**src/sv/gdda_pkg.sv**
```systemverilog
// ----------------------------------------------------------------------------
// gdda_pkg
// Shared types, codes and constant tables for the Gregorian date arithmetic
// block: stride tables for the year decomposition and month lookups.
// ----------------------------------------------------------------------------
`default_nettype none

package gdda_pkg;

    localparam int DAY_W   = 5;
    localparam int MON_W   = 4;
    localparam int YEAR_W  = 14;
    localparam int ADD_W   = 22;
    localparam int DIFF_W  = 22;
    localparam int STAT_W  = 2;
    localparam int DN_W    = 24;
    localparam int YR_W    = 17;
    localparam int STEP_W  = 4;
    localparam int NUM_STEPS = 16;
    localparam int MSTART_W  = 9;

    localparam logic [STEP_W-1:0] LAST_STEP = STEP_W'(NUM_STEPS - 1);
    localparam logic [MON_W-1:0]  JAN       = 4'd1;
    localparam logic [MON_W-1:0]  FEB       = 4'd2;
    localparam logic [MON_W-1:0]  DEC       = 4'd12;

    typedef enum logic [STAT_W-1:0] {
        ST_OK         = 2'd0,
        ST_FIRST_BAD  = 2'd1,
        ST_SECOND_BAD = 2'd2,
        ST_RANGE      = 2'd3
    } status_t;

    typedef enum logic [3:0] {
        S_IDLE,
        S_LOAD1,
        S_DEC1,
        S_MON1,
        S_LOAD2,
        S_DEC2,
        S_MON2,
        S_JUDGE,
        S_DIFFA,
        S_DIFFB,
        S_ADDN,
        S_LOADN,
        S_REV,
        S_YEAR,
        S_MONTH,
        S_DONE
    } state_t;

    typedef enum logic [3:0] {
        OP_NONE,
        OP_CAPTURE,
        OP_LOAD,
        OP_STEP,
        OP_MONSUM,
        OP_JUDGE,
        OP_DIFFA,
        OP_DIFFB,
        OP_ADDN,
        OP_LOADN,
        OP_YEAR,
        OP_MSTEP
    } op_t;

    typedef struct packed {
        op_t               op;
        logic [STEP_W-1:0] step;
        logic              sel2;
        logic              rev;
    } ctrl_t;

    typedef struct packed {
        logic ok1;
        logic ok2;
        logic mode;
        logic fail;
        logic mdone;
    } dp_stat_t;

    typedef struct packed {
        logic              req_type;
        logic [DAY_W-1:0]  first_day;
        logic [MON_W-1:0]  first_month;
        logic [YEAR_W-1:0] first_year;
        logic [DAY_W-1:0]  second_day;
        logic [MON_W-1:0]  second_month;
        logic [YEAR_W-1:0] second_year;
        logic [ADD_W-1:0]  days_to_add;
    } req_t;

    typedef struct packed {
        status_t           status;
        logic [DIFF_W-1:0] day_difference;
        logic [DAY_W-1:0]  result_day;
        logic [MON_W-1:0]  result_month;
        logic [YEAR_W-1:0] result_year;
    } result_t;

    // Year stride of each restoring step: binary multiples of 400, 100, 4 and 1 year groups.
    function automatic logic [YR_W-1:0] year_stride(input logic [STEP_W-1:0] step);
        logic [YR_W-1:0] v;
        unique case (step)
            4'd0:  v = 17'd25600;
            4'd1:  v = 17'd12800;
            4'd2:  v = 17'd6400;
            4'd3:  v = 17'd3200;
            4'd4:  v = 17'd1600;
            4'd5:  v = 17'd800;
            4'd6:  v = 17'd400;
            4'd7:  v = 17'd200;
            4'd8:  v = 17'd100;
            4'd9:  v = 17'd64;
            4'd10: v = 17'd32;
            4'd11: v = 17'd16;
            4'd12: v = 17'd8;
            4'd13: v = 17'd4;
            4'd14: v = 17'd2;
            4'd15: v = 17'd1;
        endcase
        return v;
    endfunction

    // Day count that matches each year stride.
    function automatic logic [DN_W-1:0] day_stride(input logic [STEP_W-1:0] step);
        logic [DN_W-1:0] v;
        unique case (step)
            4'd0:  v = 24'd9350208;
            4'd1:  v = 24'd4675104;
            4'd2:  v = 24'd2337552;
            4'd3:  v = 24'd1168776;
            4'd4:  v = 24'd584388;
            4'd5:  v = 24'd292194;
            4'd6:  v = 24'd146097;
            4'd7:  v = 24'd73048;
            4'd8:  v = 24'd36524;
            4'd9:  v = 24'd23376;
            4'd10: v = 24'd11688;
            4'd11: v = 24'd5844;
            4'd12: v = 24'd2922;
            4'd13: v = 24'd1461;
            4'd14: v = 24'd730;
            4'd15: v = 24'd365;
        endcase
        return v;
    endfunction

    // Leap year from the quotient bits of the decomposition of year - 1.
    function automatic logic leap_of(input logic [NUM_STEPS-1:0] taken);
        logic [1:0] q100;
        logic [4:0] q4;
        logic [1:0] q1;
        q100 = {taken[7], taken[8]};
        q4   = {taken[9], taken[10], taken[11], taken[12], taken[13]};
        q1   = {taken[14], taken[15]};
        return (q1 == 2'd3) && ((q4 != 5'd24) || (q100 == 2'd3));
    endfunction

    function automatic logic [MSTART_W-1:0] month_start(input logic [MON_W-1:0] m);
        logic [MSTART_W-1:0] v;
        unique case (m)
            4'd1:    v = 9'd0;
            4'd2:    v = 9'd31;
            4'd3:    v = 9'd59;
            4'd4:    v = 9'd90;
            4'd5:    v = 9'd120;
            4'd6:    v = 9'd151;
            4'd7:    v = 9'd181;
            4'd8:    v = 9'd212;
            4'd9:    v = 9'd243;
            4'd10:   v = 9'd273;
            4'd11:   v = 9'd304;
            4'd12:   v = 9'd334;
            default: v = 9'd0;
        endcase
        return v;
    endfunction

    function automatic logic [DAY_W-1:0] month_days(input logic [MON_W-1:0] m,
                                                    input logic leap);
        logic [DAY_W-1:0] v;
        unique case (m)
            4'd1:    v = 5'd31;
            4'd2:    v = leap ? 5'd29 : 5'd28;
            4'd3:    v = 5'd31;
            4'd4:    v = 5'd30;
            4'd5:    v = 5'd31;
            4'd6:    v = 5'd30;
            4'd7:    v = 5'd31;
            4'd8:    v = 5'd31;
            4'd9:    v = 5'd30;
            4'd10:   v = 5'd31;
            4'd11:   v = 5'd30;
            4'd12:   v = 5'd31;
            default: v = 5'd0;
        endcase
        return v;
    endfunction

endpackage

`default_nettype wire

```
**src/sv/gdda_alu.sv**
```systemverilog
// ----------------------------------------------------------------------------
// gdda_alu
// Shared arithmetic unit: one subtract-and-compare and one accumulate add.
// ----------------------------------------------------------------------------
`default_nettype none

module gdda_alu
(
    input  wire logic [gdda_pkg::DN_W-1:0] sub_a,
    input  wire logic [gdda_pkg::DN_W-1:0] sub_b,
    input  wire logic [gdda_pkg::DN_W-1:0] add_a,
    input  wire logic [gdda_pkg::DN_W-1:0] add_b,
    output logic      [gdda_pkg::DN_W-1:0] sub_res,
    output logic                           borrow,
    output logic      [gdda_pkg::DN_W-1:0] add_res
);

    assign {borrow, sub_res} = {1'b0, sub_a} - {1'b0, sub_b};
    assign add_res = add_a + add_b;

endmodule

`default_nettype wire

```
**src/sv/gdda_dp.sv**
```systemverilog
// ----------------------------------------------------------------------------
// gdda_dp
// Datapath: request registers, remainder and accumulator, quotient bits,
// month walk and result assembly around the shared arithmetic unit.
// ----------------------------------------------------------------------------
`default_nettype none

module gdda_dp #(
    parameter int MAX_YEAR = 9999
)
(
    input  wire logic                clk,
    input  wire gdda_pkg::ctrl_t     ctl,
    input  wire gdda_pkg::req_t      req,
    output gdda_pkg::dp_stat_t       stat,
    output gdda_pkg::result_t        res
);

    localparam int DN_W = gdda_pkg::DN_W;
    localparam int YR_W = gdda_pkg::YR_W;

    gdda_pkg::req_t                      req_reg,    req_next;
    logic [DN_W-1:0]                     rem_reg,    rem_next;
    logic [DN_W-1:0]                     acc_reg,    acc_next;
    logic [DN_W-1:0]                     dn1_reg,    dn1_next;
    logic [gdda_pkg::NUM_STEPS-1:0]      taken_reg,  taken_next;
    logic [YR_W-1:0]                     year_reg,   year_next;
    logic [gdda_pkg::MON_W-1:0]          month_reg,  month_next;
    logic                                ok1_reg,    ok1_next;
    logic                                ok2_reg,    ok2_next;
    logic                                neg_reg,    neg_next;
    gdda_pkg::status_t                   status_reg, status_next;

    logic [DN_W-1:0]                     sub_a, sub_b, add_a, add_b;
    logic [DN_W-1:0]                     sub_res, add_res;
    logic                                borrow;

    logic [gdda_pkg::DAY_W-1:0]          d_sel;
    logic [gdda_pkg::MON_W-1:0]          m_sel;
    logic [gdda_pkg::YEAR_W-1:0]         y_sel;
    logic                                leap;
    logic [gdda_pkg::DAY_W-1:0]          dim_sel;
    logic [gdda_pkg::DAY_W-1:0]          dim_cur;
    logic                                date_ok;
    logic                                leap_adj;
    logic [DN_W-1:0]                     mon_off;
    logic                                mdone;
    logic                                res_ok;

    assign d_sel = ctl.sel2 ? req_reg.second_day   : req_reg.first_day;
    assign m_sel = ctl.sel2 ? req_reg.second_month : req_reg.first_month;
    assign y_sel = ctl.sel2 ? req_reg.second_year  : req_reg.first_year;

    assign leap    = gdda_pkg::leap_of(taken_reg);
    assign dim_sel = gdda_pkg::month_days(m_sel, leap);
    assign dim_cur = gdda_pkg::month_days(month_reg, leap);

    assign date_ok = (m_sel != '0) && (m_sel <= gdda_pkg::DEC)
                  && (y_sel != '0) && (YR_W'(y_sel) <= YR_W'(MAX_YEAR))
                  && (d_sel != '0) && (d_sel <= dim_sel);

    assign leap_adj = leap && (m_sel > gdda_pkg::FEB);
    assign mon_off  = DN_W'(gdda_pkg::month_start(m_sel)) + DN_W'(leap_adj) + DN_W'(d_sel);

    // Operand select for the shared unit
    always_comb
    begin
        sub_a = rem_reg;
        sub_b = '0;
        add_a = acc_reg;
        add_b = '0;
        unique case (ctl.op)
            gdda_pkg::OP_LOAD:
            begin
                sub_a = DN_W'(y_sel);
                sub_b = DN_W'(1);
            end
            gdda_pkg::OP_STEP:
            begin
                if (ctl.rev)
                begin
                    sub_b = gdda_pkg::day_stride(ctl.step);
                    add_b = DN_W'(gdda_pkg::year_stride(ctl.step));
                end
                else
                begin
                    sub_b = DN_W'(gdda_pkg::year_stride(ctl.step));
                    add_b = gdda_pkg::day_stride(ctl.step);
                end
            end
            gdda_pkg::OP_MONSUM:
            begin
                add_b = mon_off;
            end
            gdda_pkg::OP_DIFFA:
            begin
                sub_a = dn1_reg;
                sub_b = acc_reg;
            end
            gdda_pkg::OP_DIFFB:
            begin
                sub_a = acc_reg;
                sub_b = dn1_reg;
            end
            gdda_pkg::OP_ADDN:
            begin
                add_a = dn1_reg;
                add_b = DN_W'(req_reg.days_to_add);
            end
            gdda_pkg::OP_LOADN:
            begin
                sub_a = acc_reg;
                sub_b = DN_W'(1);
            end
            gdda_pkg::OP_YEAR:
            begin
                add_b = DN_W'(1);
            end
            gdda_pkg::OP_MSTEP:
            begin
                sub_b = DN_W'(dim_cur);
            end
            default:
            begin
                sub_b = '0;
            end
        endcase
    end

    gdda_alu u_alu
    (
        .sub_a   (sub_a),
        .sub_b   (sub_b),
        .add_a   (add_a),
        .add_b   (add_b),
        .sub_res (sub_res),
        .borrow  (borrow),
        .add_res (add_res)
    );

    assign mdone = (month_reg >= gdda_pkg::DEC) || borrow;

    // Register updates
    always_comb
    begin
        req_next    = req_reg;
        rem_next    = rem_reg;
        acc_next    = acc_reg;
        dn1_next    = dn1_reg;
        taken_next  = taken_reg;
        year_next   = year_reg;
        month_next  = month_reg;
        ok1_next    = ok1_reg;
        ok2_next    = ok2_reg;
        neg_next    = neg_reg;
        status_next = status_reg;
        unique case (ctl.op)
            gdda_pkg::OP_CAPTURE:
            begin
                req_next    = req;
                status_next = gdda_pkg::ST_OK;
            end
            gdda_pkg::OP_LOAD,
            gdda_pkg::OP_LOADN:
            begin
                rem_next   = sub_res;
                acc_next   = '0;
                taken_next = '0;
            end
            gdda_pkg::OP_STEP:
            begin
                if (!borrow)
                begin
                    rem_next             = sub_res;
                    acc_next             = add_res;
                    taken_next[ctl.step] = 1'b1;
                end
            end
            gdda_pkg::OP_MONSUM:
            begin
                if (ctl.sel2)
                begin
                    acc_next = add_res;
                    ok2_next = date_ok;
                end
                else
                begin
                    dn1_next = add_res;
                    ok1_next = date_ok;
                end
            end
            gdda_pkg::OP_JUDGE:
            begin
                priority if (!ok1_reg)
                    status_next = gdda_pkg::ST_FIRST_BAD;
                else if (!ok2_reg)
                    status_next = gdda_pkg::ST_SECOND_BAD;
                else
                    status_next = gdda_pkg::ST_OK;
            end
            gdda_pkg::OP_DIFFA:
            begin
                rem_next = sub_res;
                neg_next = borrow;
            end
            gdda_pkg::OP_DIFFB:
            begin
                if (neg_reg)
                    rem_next = sub_res;
            end
            gdda_pkg::OP_ADDN:
            begin
                acc_next = add_res;
            end
            gdda_pkg::OP_YEAR:
            begin
                year_next  = add_res[YR_W-1:0];
                month_next = gdda_pkg::JAN;
                if (add_res > DN_W'(MAX_YEAR))
                    status_next = gdda_pkg::ST_RANGE;
            end
            gdda_pkg::OP_MSTEP:
            begin
                if (!mdone)
                begin
                    rem_next   = sub_res;
                    month_next = month_reg + 1'b1;
                end
            end
            default:
            begin
                req_next = req_reg;
            end
        endcase
    end

    always_ff @(posedge clk)
    begin
        req_reg    <= req_next;
        rem_reg    <= rem_next;
        acc_reg    <= acc_next;
        dn1_reg    <= dn1_next;
        taken_reg  <= taken_next;
        year_reg   <= year_next;
        month_reg  <= month_next;
        ok1_reg    <= ok1_next;
        ok2_reg    <= ok2_next;
        neg_reg    <= neg_next;
        status_reg <= status_next;
    end

    assign stat.ok1   = ok1_reg;
    assign stat.ok2   = ok2_reg;
    assign stat.mode  = req_reg.req_type;
    assign stat.fail  = (status_reg != gdda_pkg::ST_OK);
    assign stat.mdone = mdone;

    assign res_ok = (status_reg == gdda_pkg::ST_OK);

    always_comb
    begin
        res                = '0;
        res.status         = status_reg;
        if (res_ok && !req_reg.req_type)
            res.day_difference = rem_reg[gdda_pkg::DIFF_W-1:0];
        if (res_ok && req_reg.req_type)
        begin
            res.result_day   = rem_reg[gdda_pkg::DAY_W-1:0] + 1'b1;
            res.result_month = month_reg;
            res.result_year  = year_reg[gdda_pkg::YEAR_W-1:0];
        end
    end

endmodule

`default_nettype wire

```
**src/sv/gdda_ctrl.sv**
```systemverilog
// ----------------------------------------------------------------------------
// gdda_ctrl
// Sequencer: walks both dates through the stride division, then, if both are
// valid, the difference or add-and-convert-back path, one operation per cycle.
// ----------------------------------------------------------------------------
`default_nettype none

module gdda_ctrl
(
    input  wire logic                 clk,
    input  wire logic                 rst_n,
    input  wire logic                 in_valid,
    input  wire logic                 out_free,
    input  wire gdda_pkg::dp_stat_t   stat,
    output gdda_pkg::ctrl_t           ctl,
    output logic                      in_ready,
    output logic                      done_fire
);

    gdda_pkg::state_t                 state_reg, state_next;
    logic [gdda_pkg::STEP_W-1:0]      step_reg,  step_next;
    logic                             last_step;

    assign last_step = (step_reg == gdda_pkg::LAST_STEP);

    always_ff @(posedge clk or negedge rst_n)
    begin
        if (!rst_n)
        begin
            state_reg <= gdda_pkg::S_IDLE;
            step_reg  <= '0;
        end
        else
        begin
            state_reg <= state_next;
            step_reg  <= step_next;
        end
    end

    // Next state
    always_comb
    begin
        state_next = state_reg;
        step_next  = '0;
        unique case (state_reg)
            gdda_pkg::S_IDLE:
                if (in_valid)
                    state_next = gdda_pkg::S_LOAD1;
            gdda_pkg::S_LOAD1:
                state_next = gdda_pkg::S_DEC1;
            gdda_pkg::S_DEC1:
            begin
                step_next = step_reg + 1'b1;
                if (last_step)
                    state_next = gdda_pkg::S_MON1;
            end
            gdda_pkg::S_MON1:
                state_next = gdda_pkg::S_LOAD2;
            gdda_pkg::S_LOAD2:
                state_next = gdda_pkg::S_DEC2;
            gdda_pkg::S_DEC2:
            begin
                step_next = step_reg + 1'b1;
                if (last_step)
                    state_next = gdda_pkg::S_MON2;
            end
            gdda_pkg::S_MON2:
                state_next = gdda_pkg::S_JUDGE;
            gdda_pkg::S_JUDGE:
            begin
                priority if (!stat.ok1 || !stat.ok2)
                    state_next = gdda_pkg::S_DONE;
                else if (stat.mode)
                    state_next = gdda_pkg::S_ADDN;
                else
                    state_next = gdda_pkg::S_DIFFA;
            end
            gdda_pkg::S_DIFFA:
                state_next = gdda_pkg::S_DIFFB;
            gdda_pkg::S_DIFFB:
                state_next = gdda_pkg::S_DONE;
            gdda_pkg::S_ADDN:
                state_next = gdda_pkg::S_LOADN;
            gdda_pkg::S_LOADN:
                state_next = gdda_pkg::S_REV;
            gdda_pkg::S_REV:
            begin
                step_next = step_reg + 1'b1;
                if (last_step)
                    state_next = gdda_pkg::S_YEAR;
            end
            gdda_pkg::S_YEAR:
                state_next = gdda_pkg::S_MONTH;
            gdda_pkg::S_MONTH:
                if (stat.fail || stat.mdone)
                    state_next = gdda_pkg::S_DONE;
            gdda_pkg::S_DONE:
                if (out_free)
                    state_next = gdda_pkg::S_IDLE;
        endcase
    end

    // Outputs
    always_comb
    begin
        ctl.op    = gdda_pkg::OP_NONE;
        ctl.step  = step_reg;
        ctl.sel2  = 1'b0;
        ctl.rev   = 1'b0;
        in_ready  = 1'b0;
        done_fire = 1'b0;
        unique case (state_reg)
            gdda_pkg::S_IDLE:
            begin
                in_ready = 1'b1;
                if (in_valid)
                    ctl.op = gdda_pkg::OP_CAPTURE;
            end
            gdda_pkg::S_LOAD1:
                ctl.op = gdda_pkg::OP_LOAD;
            gdda_pkg::S_DEC1:
                ctl.op = gdda_pkg::OP_STEP;
            gdda_pkg::S_MON1:
                ctl.op = gdda_pkg::OP_MONSUM;
            gdda_pkg::S_LOAD2:
            begin
                ctl.op   = gdda_pkg::OP_LOAD;
                ctl.sel2 = 1'b1;
            end
            gdda_pkg::S_DEC2:
                ctl.op = gdda_pkg::OP_STEP;
            gdda_pkg::S_MON2:
            begin
                ctl.op   = gdda_pkg::OP_MONSUM;
                ctl.sel2 = 1'b1;
            end
            gdda_pkg::S_JUDGE:
                ctl.op = gdda_pkg::OP_JUDGE;
            gdda_pkg::S_DIFFA:
                ctl.op = gdda_pkg::OP_DIFFA;
            gdda_pkg::S_DIFFB:
                ctl.op = gdda_pkg::OP_DIFFB;
            gdda_pkg::S_ADDN:
                ctl.op = gdda_pkg::OP_ADDN;
            gdda_pkg::S_LOADN:
                ctl.op = gdda_pkg::OP_LOADN;
            gdda_pkg::S_REV:
            begin
                ctl.op  = gdda_pkg::OP_STEP;
                ctl.rev = 1'b1;
            end
            gdda_pkg::S_YEAR:
                ctl.op = gdda_pkg::OP_YEAR;
            gdda_pkg::S_MONTH:
                ctl.op = gdda_pkg::OP_MSTEP;
            gdda_pkg::S_DONE:
                done_fire = out_free;
        endcase
    end

endmodule

`default_nettype wire

```
**src/sv/gregorian_date_day_arithmetic_top.sv**
```systemverilog
// ----------------------------------------------------------------------------
// gregorian_date_day_arithmetic_top
// Date arithmetic on proleptic Gregorian day numbers: days between two dates,
// or a date plus a day count converted back to day, month and year.
//
//   channel   dir  tdata                               tuser
//   s_*       in   request: two dates, day count      req_type
//   m_*       out  difference, result day/month/year  status
//
// The shared subtract/accumulate unit runs sixteen restoring stride steps per
// date and again for the back conversion, then up to eleven month steps.
// rst_n clears the sequencer and the output valid; datapath and output data registers are not reset.
// A finished result waits in the output register; the next request is taken
// while it waits, and the sequencer holds at its end until the register frees.
// ----------------------------------------------------------------------------
`default_nettype none

module gregorian_date_day_arithmetic_top #(
    parameter int MAX_YEAR = 9999
)
(
    input  wire logic        clk,
    input  wire logic        rst_n,
    input  wire logic        s_tvalid,
    output logic             s_tready,
    // first_day, first_month, first_year, second_day, second_month,
    // second_year, days_to_add, zero pad
    input  wire logic [71:0] s_tdata,
    // req_type
    input  wire logic [0:0]  s_tuser,
    output logic             m_tvalid,
    input  wire logic        m_tready,
    // day_difference, result_day, result_month, result_year, zero pad
    output logic [47:0]      m_tdata,
    // status
    output logic [1:0]       m_tuser
);

    gdda_pkg::req_t       req;
    gdda_pkg::ctrl_t      ctl;
    gdda_pkg::dp_stat_t   stat;
    gdda_pkg::result_t    res;
    gdda_pkg::result_t    out_reg;
    logic                 m_tvalid_reg;
    logic                 out_free;
    logic                 done_fire;

    assign req.req_type     = s_tuser[0];
    assign req.first_day    = s_tdata[4:0];
    assign req.first_month  = s_tdata[8:5];
    assign req.first_year   = s_tdata[22:9];
    assign req.second_day   = s_tdata[27:23];
    assign req.second_month = s_tdata[31:28];
    assign req.second_year  = s_tdata[45:32];
    assign req.days_to_add  = s_tdata[67:46];

    assign out_free = !m_tvalid_reg || m_tready;

    gdda_ctrl u_ctrl
    (
        .clk       (clk),
        .rst_n     (rst_n),
        .in_valid  (s_tvalid),
        .out_free  (out_free),
        .stat      (stat),
        .ctl       (ctl),
        .in_ready  (s_tready),
        .done_fire (done_fire)
    );

    gdda_dp #(
        .MAX_YEAR (MAX_YEAR)
    ) u_dp
    (
        .clk  (clk),
        .ctl  (ctl),
        .req  (req),
        .stat (stat),
        .res  (res)
    );

    always_ff @(posedge clk or negedge rst_n)
    begin
        if (!rst_n)
            m_tvalid_reg <= 1'b0;
        else if (done_fire)
            m_tvalid_reg <= 1'b1;
        else if (m_tready)
            m_tvalid_reg <= 1'b0;
    end

    always_ff @(posedge clk)
    begin
        if (done_fire)
            out_reg <= res;
    end

    assign m_tvalid = m_tvalid_reg;
    assign m_tuser  = out_reg.status;
    assign m_tdata  = {3'b000, out_reg.result_year, out_reg.result_month,
                       out_reg.result_day, out_reg.day_difference};

endmodule

`default_nettype wire
```
**config.mk**
```make
export PLATFORM = sky130hd
export DESIGN_NAME = gregorian_date_day_arithmetic_top
export DESIGN_NICKNAME = d
export VERILOG_FILES = /design/src/sv/gdda_pkg.sv /design/src/sv/gdda_alu.sv /design/src/sv/gdda_dp.sv /design/src/sv/gdda_ctrl.sv /design/src/sv/gregorian_date_day_arithmetic_top.sv
export SDC_FILE = /design/constraint.sdc
export NUM_CORES = 1
export LEC_CHECK = 0
export BUFFER_PORTS_ARGS = -buffer_cell sky130_fd_sc_hd__buf_2
export CAP_MARGIN = 30
export CORE_UTILIZATION = 65
export DETAILED_ROUTE_END_ITERATION = 6
export PLACE_DENSITY_LB_ADDON = 0.25
export SETUP_SLACK_MARGIN = 0.15
export SKIP_LAST_GASP = 1
export SLEW_MARGIN = 10
export SYNTH_ARGS = -nofsm -noshare
export SYNTH_HDL_FRONTEND = slang
export SYNTH_HIERARCHICAL = 1
export SYNTH_SLANG_ARGS = --single-unit
```
**constraint.sdc**
```tcl
create_clock -name clk -period 12.2 [get_ports clk]
set_input_delay 3.66 -clock clk [delete_from_list [all_inputs] [get_ports clk]]
set_output_delay 3.66 -clock clk [all_outputs]
set_load 0.02 [all_outputs]
```
# After elaboration in Yosys (flattened, before gate mapping)

Memory sizes are Yosys's and may differ from the RTL's.
Cells that the tools add are included.

Memory bits (read-only): 1,392
Output and inout port bits: 52
Memories: 5
Bits in registers: 236
Logic and storage cells: 210

Reduce and logical (&&, ||, !) cells: 50
Bitwise logic cells: 2
Add/sub/neg operators: 7
Magnitude comparators: 8
Muxes and demuxes: 47
Equality and inequality tests: 65

Memory list:

| memory          | words | width | rd ports | clocked after Yosys merged registers in | wr ports | line            | source |
|---|---|---|---|---|---|---|---|
| (no name shown) | 16    | 24    | 1        | 0                                       | 0        | gdda_pkg.sv:129 | `unique case (step)` |
| (no name shown) | 16    | 24    | 1        | 0                                       | 0        | gdda_pkg.sv:129 |  |
| (no name shown) | 16    | 15    | 1        | 0                                       | 0        | gdda_pkg.sv:105 | `unique case (step)` |
| (no name shown) | 16    | 15    | 1        | 0                                       | 0        | gdda_pkg.sv:105 |  |
| (no name shown) | 16    | 9     | 1        | 0                                       | 0        | gdda_pkg.sv:163 | `unique case (m)` |

Operator list:

| kind                                                             | number |
|---|---|
| one-hot mux 24 bit (4 select lines)                              | 3 |
| 2-to-1 mux 24 bit                                                | 8 |
| one-hot mux 24 bit (5 select lines)                              | 1 |
| equality test 4 bit (second input constant)                      | 23 |
| one-hot mux 24 bit (3 select lines)                              | 1 |
| equality test 4 x 3 -> 1 bit (second input constant)             | 16 |
| one-hot mux 4 bit (16 select lines)                              | 1 |
| one-hot mux 4 bit (11 select lines)                              | 1 |
| 2-to-1 mux 4 bit                                                 | 10 |
| equality test 4 x 2 -> 1 bit (second input constant)             | 8 |
| one-hot mux 16 bit (2 select lines)                              | 1 |
| one-hot mux 5 bit (3 select lines)                               | 2 |
| subtractor 24 x 24 -> 25 bit                                     | 1 |
| adder 24 bit                                                     | 1 |
| adder 24 x 5 -> 24 bit                                           | 1 |
| greater-than comparator 24 x 14 -> 1 bit (second input constant) | 1 |
| equality test 4 x 1 -> 1 bit (second input constant)             | 4 |
| 2-to-1 mux 16 bit                                                | 1 |
| inequality test 2 x 1 -> 1 bit (second input constant)           | 8 |
| OR 16 bit                                                        | 1 |
| less-or-equal comparator 14 bit (second input constant)          | 1 |
| 2-to-1 mux 14 bit                                                | 1 |
| nonzero test 14 bit                                              | 1 |
| OR reduction 7 bit                                               | 2 |
| 35 further kinds                                                 | 81 |

# Longest topological paths before layout

Word-level depth: 13
Depth in mapped cells: 29
Depth with buffers taken out: 27

# Modules after synthesis

The synthesis kept the hierarchy.

Modules (own cells, without submodules):

| module                            | cells each | sequential area each (sq um) | area each (sq um) | instances |
|---|---|---|---|---|
| gdda_dp                           | 891        | 5,195.0                      | 9,894.5           | 1 |
| gdda_alu                          | 352        | 0.0                          | 2,502.4           | 1 |
| gregorian_date_day_arithmetic_top | 54         | 1,436.4                      | 1,485.2           | 1 |
| gdda_ctrl                         | 73         | 200.2                        | 614.3             | 1 |

# Worst setup path after synthesis

OpenSTA, ideal clock, no wires.

Path kind: input -> register
Start: input s_tvalid
End: register u_dp/req_reg[0] (netlist bit) (enable)
Slack: 2.784 ns
Stages on the path: 4
Buffers on the path: 0
Setup time: 0.581 ns
Arrival: 8.835 ns
Cell sequence: o21ai_0 -> a21oi_1 -> nand2b_1 -> nor3_1

RTL lines:

| item                   | line                                    | source |
|---|---|---|
| start: declaration     | gregorian_date_day_arithmetic_top.sv:24 | `input wire logic s_tvalid,` |
| end signal: assignment | gdda_dp.sv:239                          | `req_reg <= req_next;` |
| end: declaration       | gdda_dp.sv:22                           | `gdda_pkg::req_t req_reg, req_next;` |

==> impl_metrics.ini <==
[floorplan]
die_area_um2 = 22900
num_rows = 54
die_h_um = 151
core_um2 = 21800
die_w_um = 151
io_pins = 129
start_util_pct = 66.4

[worst_hold_path]
min_to = m_tuser[1]
whs_path_depth = 0
hp-start = u_dp/status_reg[1]
hp-class = reg2reg

[detailed_routing]
dr.pass1.iters = 6
final_antenna_net_count = 0
wl_per_cell_um = 20.6
drc = 0
viasPerCell = 6.51
first_iter_violations = 1481
num_vias = 11500
wl_mm = 36.3

[cts]
cts_hold_buffers = 0
root_buffer = clkbuf_16
cts_buffers = 25
clockBufferDepth = 3
clkTransAtPathRegs_ns = 0.06
cts_resized = 0
htree_levels = 1
cts_setup_buffers = 0
clk_latency_ns = 0.55
clock_sinks = 229
cts_tree = done

[worst_setup_path]
reg2reg_to = u_dp/status_reg[1]
path_max_fanout = 15
arrival_ns = 8.92
critical_path_class = in2reg
rrSetupSlack_ns = 4.34
r2r_cells = 26
endpoint_kind = flop
setup.worst_path.start_class = input port
timing.rr.start = u_ctrl/state_reg[2]
critPathRequiredTime_ns = 12.34

[status]
outcome = finished, final reports clean

[sta]
maxSlewViolCount = 0
layout_min_cycle_time_ns = 8.77
max_freq_ghz = 0.114
relSlewSlack_pct = 32.0
period_share_pct = 71.9
whs_ns = 0.462
rsz0062_at_grt = no
setup-tns-final_ns = 0
finalSetupViolations = 0
finClkSkew_ns = 0.0340
tightest_slew_ns = 1.02
hold_viol = 0

[synthesis]
synth_area_per_cell_um2 = 10.6
seq_area_frac_synth_pct = 47.1
synth_area_um2 = 14500
async_flop_share_pct = 3.93
synth_cell_types = 89
ys.warnings.count = 6
ys.flop_type = edfxtp_1
synth_edf_count = 220
ys_seq_elements = 229
syn_inst = 1370

[cells_and_area]
final_util_pct = 74.1
most-common-layout-cells = edfxtp_1 (220), buf_2 (121), nor2_1 (98)
largest_register_ff_count = 68
antennaDiodeCount = 0
final_common_cell = edfxtp_1
drive_gt1_share_pct = 18.0
syn_to_final_growth_pct = 11.5
nets = 1620

[global_routing]
grt_pass1_wl_mm = 55.8
grt_max_degree = 70
overflow = 0
grt_pass1_vias = 10300
antenna_found_initial = 0
grt_usage_pct = 31.9

[place]
port-buffer-count = 121
place_hpwl_mm = 26.4
globalplace.congestion = 0.974

[run]
drv_cap = 0
-- cell usage after synthesis, types with 6 or more instances --
cell,number,area (um2)
o31ai_1,9,67.6
o21ai_1,6,30.0
xor2_1,26,228
nor2b_1,40,250
inv_1,58,218
ha_1,77,963
a22oi_1,32,240
clkbuf_1,37,139
mux2i_1,21,210
nand3_1,25,125
o22ai_1,9,56.3
a22o_1,7,61.3
or3_1,10,62.6
nand2_1,96,360
o21ai_0,67,335
a21o_1,26,195
a211oi_1,9,67.6
nand2b_1,17,106
buf_4,9,67.6
mux2_2,46,518
nor3_1,25,125
xnor2_1,27,236
a222oi_1,19,190
edfxtp_1,220,6610
nor2_1,101,379
buf_2,18,90.1
a21oi_1,83,415
o21a_1,11,82.6
dfrtp_1,9,225
nor4_1,10,62.6
nand4_1,7,43.8
o211ai_1,18,135
and2_1,35,219
a31oi_1,16,100
and3_1,24,150
buf_1,11,41.3
-- layout make-up --
cell class | instances | area [um2]
tap | 280 | 350
multi-input combinational | 1003 | 7130
fill | 1454 | 5660
clock inverter | 17 | 216
sequential | 229 | 6830
clock buffer | 28 | 637
timing repair buffer | 142 | 771
inverter | 61 | 229
-- logic make-up after synthesis --
kind of cell	count (synthesis)	synth area share, %
other	1	0.0259
DFF	229	47.1
muxes	73	5.88
buffers and inverters	140	4.13
AOI/OAI and AO/OA	371	17.5
and+or+nand+nor	422	15.0
xor gates and xnor gates	53	3.20
adders and majority gates	81	7.20
-- through the flow --
stage               instance area [um2]  setup slack [ns]  instances
floorplan                         14500              2.78       1372
global placement                  15300              3.29       1711
detailed placement                15300              3.15       1713
CTS                               16100              3.61       1758
global route                      16200              3.13       1760
finish                            16200              3.43       1760
-- how the worst max path moves through the flow --
stage                               end  slack, ns     start  cells past startpoint
floorplan               u_dp/req_reg[0]       2.78  s_tvalid                      4
global placement    u_ctrl/state_reg[0]       3.29  s_tvalid                     23
detailed placement   u_dp/taken_reg[11]       3.15  s_tvalid                     22
CTS                  u_dp/taken_reg[11]       3.61  s_tvalid                     22
global route         u_dp/taken_reg[11]       3.13  s_tvalid                     22
finish               u_dp/taken_reg[11]       3.43  s_tvalid                     22
-- routing by layer --
layer	global-route usage, %	wire, um
met5	0	0
met4	10.7	1130
met3	4.79	3510
met2	49.0	16400
met1	46.0	15200
-- worst max-delay path, cell delays in order --
cell,delay (ns)
buf_2,0.10
o21ai_0,0.13
a21oi_1,0.08
buf_4,0.19
nand2b_1,0.22
nor3_2,0.76
a222oi_1,0.26
a21oi_1,0.21
inv_1,0.06
ha_1,0.22
fa_1,0.42
nor2b_1,0.21
o31ai_1,0.17
a21oi_1,0.25
a221oi_2,0.12
o31ai_1,0.38
a21oi_1,0.31
nand2_1,0.15
nand2_1,0.09
nor2_1,0.15
a21oi_1,0.06
nor2_1,0.68
Power is left out: the tool's default activity adds up to more than one toggle a clock period on the data nets, which glitch-free logic cannot reach.
